## src/hdl/ctp_pkg.sv

```systemverilog
// Package for the cue timestamp parser: character codes, field widths and
// the record passed from the token parser to the time arithmetic.
// No dependencies.
`default_nettype none

package ctp_pkg;

  // largest number of hours digits that are accumulated
  localparam int unsigned MAX_HOUR_DIGITS = 8;

  // ascii codes
  localparam logic [7:0] CH_ZERO  = 8'h30;
  localparam logic [7:0] CH_NINE  = 8'h39;
  localparam logic [7:0] CH_COLON = 8'h3A;
  localparam logic [7:0] CH_STOP  = 8'h2E;
  localparam logic [7:0] CH_NUL   = 8'h00;

  // digit counter saturates here
  localparam logic [3:0] DIGIT_SAT   = 4'd15;
  localparam logic [3:0] SMALL_LIMIT = 4'd3;
  localparam logic [3:0] HOUR_LIMIT  = 4'(MAX_HOUR_DIGITS);

  // accumulator holds the hours or a three-digit fraction, whichever is wider
  localparam int unsigned HOUR_CLOG = $clog2(64'(10) ** MAX_HOUR_DIGITS);
  localparam int unsigned HOUR_W    = (HOUR_CLOG > 10) ? HOUR_CLOG : 10;
  localparam int unsigned MIN_W     = 7;
  localparam int unsigned FRAC_W    = 10;

  // time arithmetic
  localparam int unsigned TIME_W  = 49;
  localparam int unsigned HMUL_W  = 22;
  localparam int unsigned PROD_W  = HOUR_W + HMUL_W;
  localparam int unsigned REST_W  = 23;
  localparam int unsigned SUM_W   = (PROD_W + 1 > TIME_W + 1) ? PROD_W + 1 : TIME_W + 1;
  localparam logic [HMUL_W-1:0] MS_PER_HOUR = HMUL_W'(3600000);
  localparam logic [15:0]       MS_PER_MIN  = 16'd60000;
  localparam logic [9:0]        MS_PER_SEC  = 10'd1000;
  localparam logic [MIN_W-1:0]  MAX_MINSEC  = 7'd59;

  // stream widths
  localparam int unsigned IN_DATA_W  = 8;
  localparam int unsigned OUT_DATA_W = ((TIME_W + 7) / 8) * 8;

  // parsed token handed to the time arithmetic
  typedef struct packed {
    logic              ok;
    logic [HOUR_W-1:0] hours;
    logic [MIN_W-1:0]  minutes;
    logic [MIN_W-1:0]  seconds;
    logic [FRAC_W-1:0] millis;
  } ctp_fields_t;

endpackage

`default_nettype wire

```

## src/hdl/ctp_parser.sv

```systemverilog
// Token parser of the cue timestamp parser: consumes one byte per cycle while
// its output is free, registering the fields when a token's last byte arrives.
// Depends on ctp_pkg.
`default_nettype none

module ctp_parser import ctp_pkg::*; (
  input  wire logic        clk_i,
  input  wire logic        rst_ni,
  input  wire logic        byte_valid_i,
  output      logic        byte_ready_o,
  input  wire logic [7:0]  byte_i,
  input  wire logic        last_i,
  output      logic        tok_valid_o,
  input  wire logic        tok_ready_i,
  output      ctp_fields_t tok_o
);

  typedef enum logic [2:0] {
    PH_FIRST,
    PH_SECOND,
    PH_THIRD,
    PH_FRAC,
    PH_DONE
  } phase_e;

  typedef struct packed {
    phase_e            phase;
    logic [HOUR_W-1:0] accum;
    logic [3:0]        digits;
    logic [HOUR_W-1:0] first;
    logic [MIN_W-1:0]  second;
    logic [MIN_W-1:0]  third;
    logic [FRAC_W-1:0] frac;
    logic              hours;
    logic              failed;
  } parse_t;

  localparam parse_t PARSE_RESET = '{
    phase:  PH_FIRST,
    accum:  '0,
    digits: '0,
    first:  '0,
    second: '0,
    third:  '0,
    frac:   '0,
    hours:  1'b0,
    failed: 1'b0
  };

  // one parse step on one character
  function automatic parse_t take_byte(parse_t st, logic [7:0] c);
    parse_t     n;
    logic [3:0] limit;
    logic       hp;
    n     = st;
    limit = (st.phase == PH_FIRST) ? HOUR_LIMIT : SMALL_LIMIT;
    hp    = (st.digits != 4'd2) || (st.accum > HOUR_W'(59));
    if (!st.failed && st.phase != PH_DONE) begin
      if (c >= CH_ZERO && c <= CH_NINE) begin
        if (st.digits != DIGIT_SAT) begin
          n.digits = st.digits + 4'd1;
        end
        if (n.digits <= limit) begin
          n.accum = HOUR_W'(st.accum * HOUR_W'(10)) + HOUR_W'(c[3:0]);
        end
      end else if (st.digits == 4'd0) begin
        n.failed = 1'b1;
      end else begin
        case (st.phase)
          PH_FIRST: begin
            n.first = st.accum;
            n.hours = hp;
            if ((hp && st.digits > HOUR_LIMIT) || c != CH_COLON) begin
              n.failed = 1'b1;
            end else begin
              n.phase  = PH_SECOND;
              n.accum  = '0;
              n.digits = '0;
            end
          end
          PH_SECOND: begin
            if (st.digits != 4'd2) begin
              n.failed = 1'b1;
            end else if (st.hours || c == CH_COLON) begin
              n.second = st.accum[MIN_W-1:0];
              if (c != CH_COLON) begin
                n.failed = 1'b1;
              end else begin
                n.phase  = PH_THIRD;
                n.accum  = '0;
                n.digits = '0;
              end
            end else if (c != CH_STOP) begin
              n.failed = 1'b1;
            end else begin
              // no hours part: first group was minutes, this one seconds
              n.third  = st.accum[MIN_W-1:0];
              n.second = st.first[MIN_W-1:0];
              n.first  = '0;
              n.phase  = PH_FRAC;
              n.accum  = '0;
              n.digits = '0;
            end
          end
          PH_THIRD: begin
            if (st.digits != 4'd2 || c != CH_STOP) begin
              n.failed = 1'b1;
            end else begin
              n.third  = st.accum[MIN_W-1:0];
              n.phase  = PH_FRAC;
              n.accum  = '0;
              n.digits = '0;
            end
          end
          default: begin
            if (st.digits != 4'd3) begin
              n.failed = 1'b1;
            end else begin
              n.frac   = st.accum[FRAC_W-1:0];
              n.phase  = PH_DONE;
              n.accum  = '0;
              n.digits = '0;
            end
          end
        endcase
      end
    end
    return n;
  endfunction

  parse_t      state_q, state_d;
  parse_t      step_byte, step_end;
  logic        tok_valid_q, tok_valid_d;
  ctp_fields_t tok_q, tok_d;
  logic        take;

  assign byte_ready_o = !tok_valid_q || tok_ready_i;
  assign take         = byte_valid_i && byte_ready_o;

  // the end of a token acts as one more terminating character
  assign step_byte = take_byte(state_q, byte_i);
  assign step_end  = take_byte(step_byte, CH_NUL);

  // next state and token record
  always_comb begin
    state_d     = state_q;
    tok_valid_d = tok_valid_q && !tok_ready_i;
    tok_d       = tok_q;
    if (take) begin
      if (last_i) begin
        state_d       = PARSE_RESET;
        tok_valid_d   = 1'b1;
        tok_d.ok      = !step_end.failed && step_end.phase == PH_DONE &&
                        step_end.second <= MAX_MINSEC && step_end.third <= MAX_MINSEC;
        tok_d.hours   = step_end.first;
        tok_d.minutes = step_end.second;
        tok_d.seconds = step_end.third;
        tok_d.millis  = step_end.frac;
      end else begin
        state_d = step_byte;
      end
    end
  end

  // control state
  always_ff @(posedge clk_i or negedge rst_ni) begin
    if (!rst_ni) begin
      state_q     <= PARSE_RESET;
      tok_valid_q <= 1'b0;
    end else begin
      state_q     <= state_d;
      tok_valid_q <= tok_valid_d;
    end
  end

  // token payload
  always_ff @(posedge clk_i) begin
    tok_q <= tok_d;
  end

  assign tok_valid_o = tok_valid_q;
  assign tok_o       = tok_q;

endmodule

`default_nettype wire

```

## src/hdl/ctp_time.sv

```systemverilog
// Time arithmetic of the cue timestamp parser: turns parsed hours, minutes,
// seconds and milliseconds into total milliseconds over two register stages.
// Depends on ctp_pkg.
`default_nettype none

module ctp_time import ctp_pkg::*; (
  input  wire logic              clk_i,
  input  wire logic              rst_ni,
  input  wire logic              tok_valid_i,
  output      logic              tok_ready_o,
  input  wire ctp_fields_t       tok_i,
  output      logic              res_valid_o,
  input  wire logic              res_ready_i,
  output      logic              res_ok_o,
  output      logic [TIME_W-1:0] res_time_o
);

  logic              prod_valid_q;
  logic              prod_ok_q;
  logic [PROD_W-1:0] prod_hour_q;
  logic [REST_W-1:0] prod_rest_q;
  logic              res_valid_q;
  logic              res_ok_q;
  logic [TIME_W-1:0] res_time_q;
  logic              res_space;
  logic              prod_space;
  logic [SUM_W-1:0]  sum;
  logic [REST_W-1:0] rest;

  assign res_space   = !res_valid_q || res_ready_i;
  assign prod_space  = !prod_valid_q || res_space;
  assign tok_ready_o = prod_space;

  // minutes, seconds and milliseconds part
  assign rest = REST_W'(tok_i.minutes) * REST_W'(MS_PER_MIN)
              + REST_W'(tok_i.seconds) * REST_W'(MS_PER_SEC)
              + REST_W'(tok_i.millis);

  // final sum with saturation
  assign sum = SUM_W'(prod_hour_q) + SUM_W'(prod_rest_q);

  // stage valid flags
  always_ff @(posedge clk_i or negedge rst_ni) begin
    if (!rst_ni) begin
      prod_valid_q <= 1'b0;
      res_valid_q  <= 1'b0;
    end else begin
      if (prod_space) begin
        prod_valid_q <= tok_valid_i;
      end
      if (res_space) begin
        res_valid_q <= prod_valid_q;
      end
    end
  end

  // stage payloads
  always_ff @(posedge clk_i) begin
    if (prod_space && tok_valid_i) begin
      prod_ok_q   <= tok_i.ok;
      prod_hour_q <= tok_i.hours * MS_PER_HOUR;
      prod_rest_q <= rest;
    end
    if (res_space && prod_valid_q) begin
      res_ok_q <= prod_ok_q;
      if (!prod_ok_q) begin
        res_time_q <= '0;
      end else if (|sum[SUM_W-1:TIME_W]) begin
        res_time_q <= '1;
      end else begin
        res_time_q <= sum[TIME_W-1:0];
      end
    end
  end

  assign res_valid_o = res_valid_q;
  assign res_ok_o    = res_ok_q;
  assign res_time_o  = res_time_q;

endmodule

`default_nettype wire

```

## src/hdl/cue_timestamp_parser_unit.sv

```systemverilog
// Top level of the cue timestamp parser: byte stream in, one timestamp
// result per token out. Depends on ctp_pkg, ctp_parser and ctp_time.
//
// Takes the bytes of a timestamp token ("mm:ss.ttt" or "h...:mm:ss.ttt"),
// one byte per transaction, with tlast on the final byte. For every token
// one result transaction follows: tuser is 1 when the token is well formed
// and tdata carries the time in milliseconds (zero when malformed). A byte
// is taken every cycle while the output is not held off; the result passes
// through the parser register, the hours multiplier register and the sum
// register after the last byte is accepted. A zero byte ends the token early
// and bytes past the fraction's terminator are ignored. No configuration.
`default_nettype none

module cue_timestamp_parser_unit import ctp_pkg::*; (
  input  wire logic                  clk_i,
  input  wire logic                  rst_ni,
  input  wire logic                  s_axis_tvalid,
  output      logic                  s_axis_tready,
  input  wire logic [IN_DATA_W-1:0]  s_axis_tdata,  // [7:0] text_byte
  input  wire logic                  s_axis_tlast,  // last_byte
  output      logic                  m_axis_tvalid,
  input  wire logic                  m_axis_tready,
  output      logic [OUT_DATA_W-1:0] m_axis_tdata,  // [48:0] time_millis, rest zero
  output      logic                  m_axis_tuser   // valid_res
);

  logic              tok_valid;
  logic              tok_ready;
  ctp_fields_t       tok;
  logic [TIME_W-1:0] res_time;

  // byte parser
  ctp_parser u_parser (
    .clk_i        (clk_i),
    .rst_ni       (rst_ni),
    .byte_valid_i (s_axis_tvalid),
    .byte_ready_o (s_axis_tready),
    .byte_i       (s_axis_tdata),
    .last_i       (s_axis_tlast),
    .tok_valid_o  (tok_valid),
    .tok_ready_i  (tok_ready),
    .tok_o        (tok)
  );

  // millisecond arithmetic
  ctp_time u_time (
    .clk_i       (clk_i),
    .rst_ni      (rst_ni),
    .tok_valid_i (tok_valid),
    .tok_ready_o (tok_ready),
    .tok_i       (tok),
    .res_valid_o (m_axis_tvalid),
    .res_ready_i (m_axis_tready),
    .res_ok_o    (m_axis_tuser),
    .res_time_o  (res_time)
  );

  assign m_axis_tdata = OUT_DATA_W'(res_time);

endmodule

`default_nettype wire
```

## config.mk

```make
export PLATFORM = sky130hd
export DESIGN_NAME = cue_timestamp_parser_unit
export DESIGN_NICKNAME = d
export VERILOG_FILES = /design/src/hdl/ctp_pkg.sv /design/src/hdl/ctp_parser.sv /design/src/hdl/ctp_time.sv /design/src/hdl/cue_timestamp_parser_unit.sv
export SDC_FILE = /design/constraint.sdc
export NUM_CORES = 1
export LEC_CHECK = 0
export ABC_AREA = 1
export BUFFER_PORTS_ARGS = -buffer_cell sky130_fd_sc_hd__clkbuf_2
export CAP_MARGIN = 10
export CORE_MARGIN = 4
export CORE_UTILIZATION = 40
export CTS_BUF_LIST = sky130_fd_sc_hd__clkbuf_4
export DETAILED_ROUTE_END_ITERATION = 16
export RECOVER_POWER = 50
export SKIP_LAST_GASP = 1
export SLEW_MARGIN = 10
export SYNTH_ARGS = -nofsm -noshare
export SYNTH_HDL_FRONTEND = slang
export SYNTH_HIERARCHICAL = 1
export SYNTH_SLANG_ARGS = --single-unit
```

## constraint.sdc

```tcl
create_clock -name clk_i -period 6.1 [get_ports clk_i]
set_input_delay 1.22 -clock clk_i [delete_from_list [all_inputs] [get_ports clk_i]]
set_output_delay 1.22 -clock clk_i [all_outputs]
set_load 0.02 [all_outputs]
```

==> out/summary.log <==
[yosys] area share of the largest cell type after synthesis 0.168
[setup_path] startpoint of the lowest-slack register-to-register path u_parser/tok_o[31]
[min_path] class of the worst hold path reg2reg
[grt] first-pass GRT wire length 128 mm
[yosys] cell area after synthesis 0.0300 sq mm
[timing] RSZ-0062 raised after global routing no
[setup_path] setup slack of the worst register-to-register path 340 ps
[timing] Layout Skew 52.5 ps
[route] average via count per standard cell 4.95
[timing] part of the cycle the worst path needs 0.944
[setup_path] largest incremental delay on the critical path 560 ps
[cells_and_area] Layout Nets 4,529
[clock_tree] TritonCTS clock tree yes
[floorplan] die width 282 um
[clock_tree] clock latency of the later-clocked register in the worst-skew pair 810 ps
[grt] antenna violations before repair 1
[setup_path] signal arrival time at the worst endpoint 6270 ps
[floorplan] chip height 282 um
[clock_tree] clk slew on worst S/H paths 60 ps
[clock_tree] number of buffers inserted for hold repair after clock tree synthesis 0
[placement] Routability Congestion 0.936
[yosys] sequential share of the synthesized area 0.243
[route] number of iterations in the first detailed-routing pass 5
[setup_path] Reg2Reg Depth 19
[yosys] Synthesis Warnings 6
[timing] max-slew headroom at the worst pin -1.14
[cells_and_area] relative area change from synthesis to final layout 7.85%
[route] antenna-violating nets left 0
[setup_path] CP cell instances ha_1 -> xor2_1 -> ha_1 -> fa_1 -> inv_1 -> fa_1 -> inv_1 -> fa_1 -> inv_1 -> fa_1 -> inv_1 -> ha_1 -> nand2_1 -> nor2_1 -> nand2_1 -> o21ai_0 -> nand2_1 -> nand3_1 -> nand2_1
[setup_path] Crit Path Class reg2reg
[route] total wire length 80.2 mm
[grt] Global Route Usage Sum 0.203
[floorplan] core outline area 0.0743 sq mm
[yosys] leading cell types by count after synthesis nand2_1 (975), inv_1 (788), ha_1 (335)
[timing] Final Hold Violating Endpoints 0
[setup_path] maximum fanout along the worst path 8
[yosys] Area contributors post-synth edfxtp_1 (17%), fa_1 (17%), ha_1 (14%)
[setup_path] Buffers & Inverters on Critical Path 4
[yosys] share of flip-flops with an asynchronous set or reset 0.349
[floorplan] Starting Density 0.403
[route] via count 24,575
[placement] worst slack at placement 213 ps
[route] post-route DRC violation count 0
[timing] number of slew-limit violations in the final report 265
[timing] FMAX 174 MHz
[timing] Final WS setup 343 ps
[flow_run] number of max-capacitance violations reported 7
[floorplan] number of cell rows 100
[placement] count of input and output buffers 64
[yosys] instance count of the mapped netlist 3,830
[clock_tree] library cell used as clock root buffer clkbuf_4
[timing] total setup violations reported at the end of the flow 0
[yosys] register bit total from synthesis 258
[setup_path] logic depth of the worst path, buffers included 19
[cells_and_area] fraction of final layout cells with drive strength greater than 1 0.0716
[grt] vias in the first global route 24,284
[route] average wire per standard cell 16.2 um
[setup_path] endpoint of the worst-slack reg-to-reg timing path u_time/prod_hour_q[41]
[floorplan] full die area 0.0794 sq mm
[timing] Setup TNS 0 ps
[yosys] most common cell in the synthesized netlist nand2_1
[setup_path] crit start category flop
[setup_path] Critical Path End Type flop
[setup_path] required time of the worst setup path 6610 ps
[outcome] outcome finished, violations left
[clock_tree] Inserted Clock Buffers 75
[floorplan] I/O pin cnt 72
[setup_path] Setup crit start u_parser/tok_o[31]
[clock_tree] Num Clock Sinks 258
[setup_path] Critical Path End u_time/prod_hour_q[41]
[grt] pin count of the biggest net entering global routing 68
[grt] global route overflow 0
[timing] clock period minus worst slack 5760 ps
[yosys] primary flip-flop cell chosen by synthesis mapping edfxtp_1
[setup_path] Crit-path slowest cell edfxtp_1
[route] number of DRC markers after the initial detailed-route iteration 1,367
[timing] Least-Margin Pin Slew 3210 ps
[clock_tree] clk buf depth 3
[yosys] number of enable flip-flop cells after synthesis 168
[yosys] number of distinct standard cells referenced by the synthesized netlist 58
[outcome] failing checks capacitance limit, slew limit
[yosys] post-synth top area cell edfxtp_1
[placement] half-perimeter wire length after placement 66.4 mm
[yosys] mean cell area of the mapped netlist 7.82 sq um
[setup_path] Crit path max-delay family adder cells
[clock_tree] H-Tree Level Count 3
==> cell type report <==
class | count | area (sq um)
Antenna cell | 1 | 2.50
Clock buffer | 111 | 833
Clock inverter | 24 | 181
Fill cell | 7713 | 42000
Inverter | 810 | 3050
Multi-Input combinational cell | 2705 | 19300
Sequential cell | 258 | 7300
Tap cell | 969 | 1210
Timing Repair Buffer | 84 | 422
==> registers in the layout (all words and copies together), names as in the netlist <==
register / flops
u_time/prod_ok_q: 1
u_parser/state_q: 87
u_time/res_valid_o: 1
u_time/res_ok_o: 1
u_time/prod_valid_q: 1
u_parser/tok_valid_o: 1
u_time/res_time_o: 49
u_time/prod_rest_q: 23
u_parser/tok_o: 52
u_time/prod_hour_q: 42
==> worst min path at each step <==
stage,depth (start not counted),startpoint,slack (ps),end
floorplan,0,u_parser/tok_o[51],400,u_time/prod_ok_q
global placement,0,u_parser/tok_o[0],400,u_time/prod_rest_q[0]
detailed placement,0,u_parser/tok_o[0],400,u_time/prod_rest_q[0]
CTS,1,rst_ni,410,u_parser/state_q[6]
global route,0,u_parser/tok_o[51],430,u_time/prod_ok_q
finish,0,u_parser/tok_o[51],420,u_time/prod_ok_q
==> logic make-up after synthesis <==
logic type,Yosys count,synth area share
xor gates and xnor gates,90,0.0263
muxes,5,0.00167
buffers and inverters,873,0.112
adders and majority gates,582,0.305
and+or+nand+nor,1543,0.221
AOI/OAI and AO/OA,478,0.0903
DFF,258,0.243
other,1,0.000125
==> repair_timing <==
item | CTS | global route
gates resized for setup | 0 | 2
endpoints found under the setup margin | 0 | 4
setup buffers | 0 | 4
endpoints found under the hold margin | 0 | 0
==> routing by layer <==
metal | wire, um | global-route usage | share of wire
met1 | 37400 | 0.277 | 0.47
met2 | 37200 | 0.335 | 0.46
met3 | 2960 | 0.0253 | 0.037
met4 | 2520 | 0.0688 | 0.031
met5 | 0 | 0 | 0
==> cell usage in the layout, fill, tap and decap left out, drive strengths merged, types with 4 or more instances in the layout <==
master,instances
o21bai,15
clkbuf,182
conb,7
o22ai,56
o21ai,211
ha,335
nor2,220
nand2,997
xor2,55
o31ai,5
or2,16
o21a,9
o211ai,13
nand3b,13
mux2i,5
dfrtp,90
clkinv,23
inv,809
a21boi,5
fa,247
nor3,41
edfxtp,168
nand3,191
xnor2,35
and2,4
a31oi,8
buf,13
nand4,53
a21oi,138
nor4,6
o311ai,4
==> metrics by stage <==
step | std cells | cell area, sq um | utilization | hold slack [ps]
5_1_grt | 4962 | 32300 | 0.435 | 426
4_1_cts | 4957 | 32400 | 0.436 | 408
6_report | 4962 | 32300 | 0.435 | 419
3_5_place_dp | 4822 | 31400 | 0.422 | 405
3_3_place_gp | 4822 | 31400 | 0.422 | 402
2_1_floorplan | 3836 | 30000 | - | 400
Power is not shown: default switching activity piles up to over one toggle a cycle in this logic, so the estimate is an artifact.
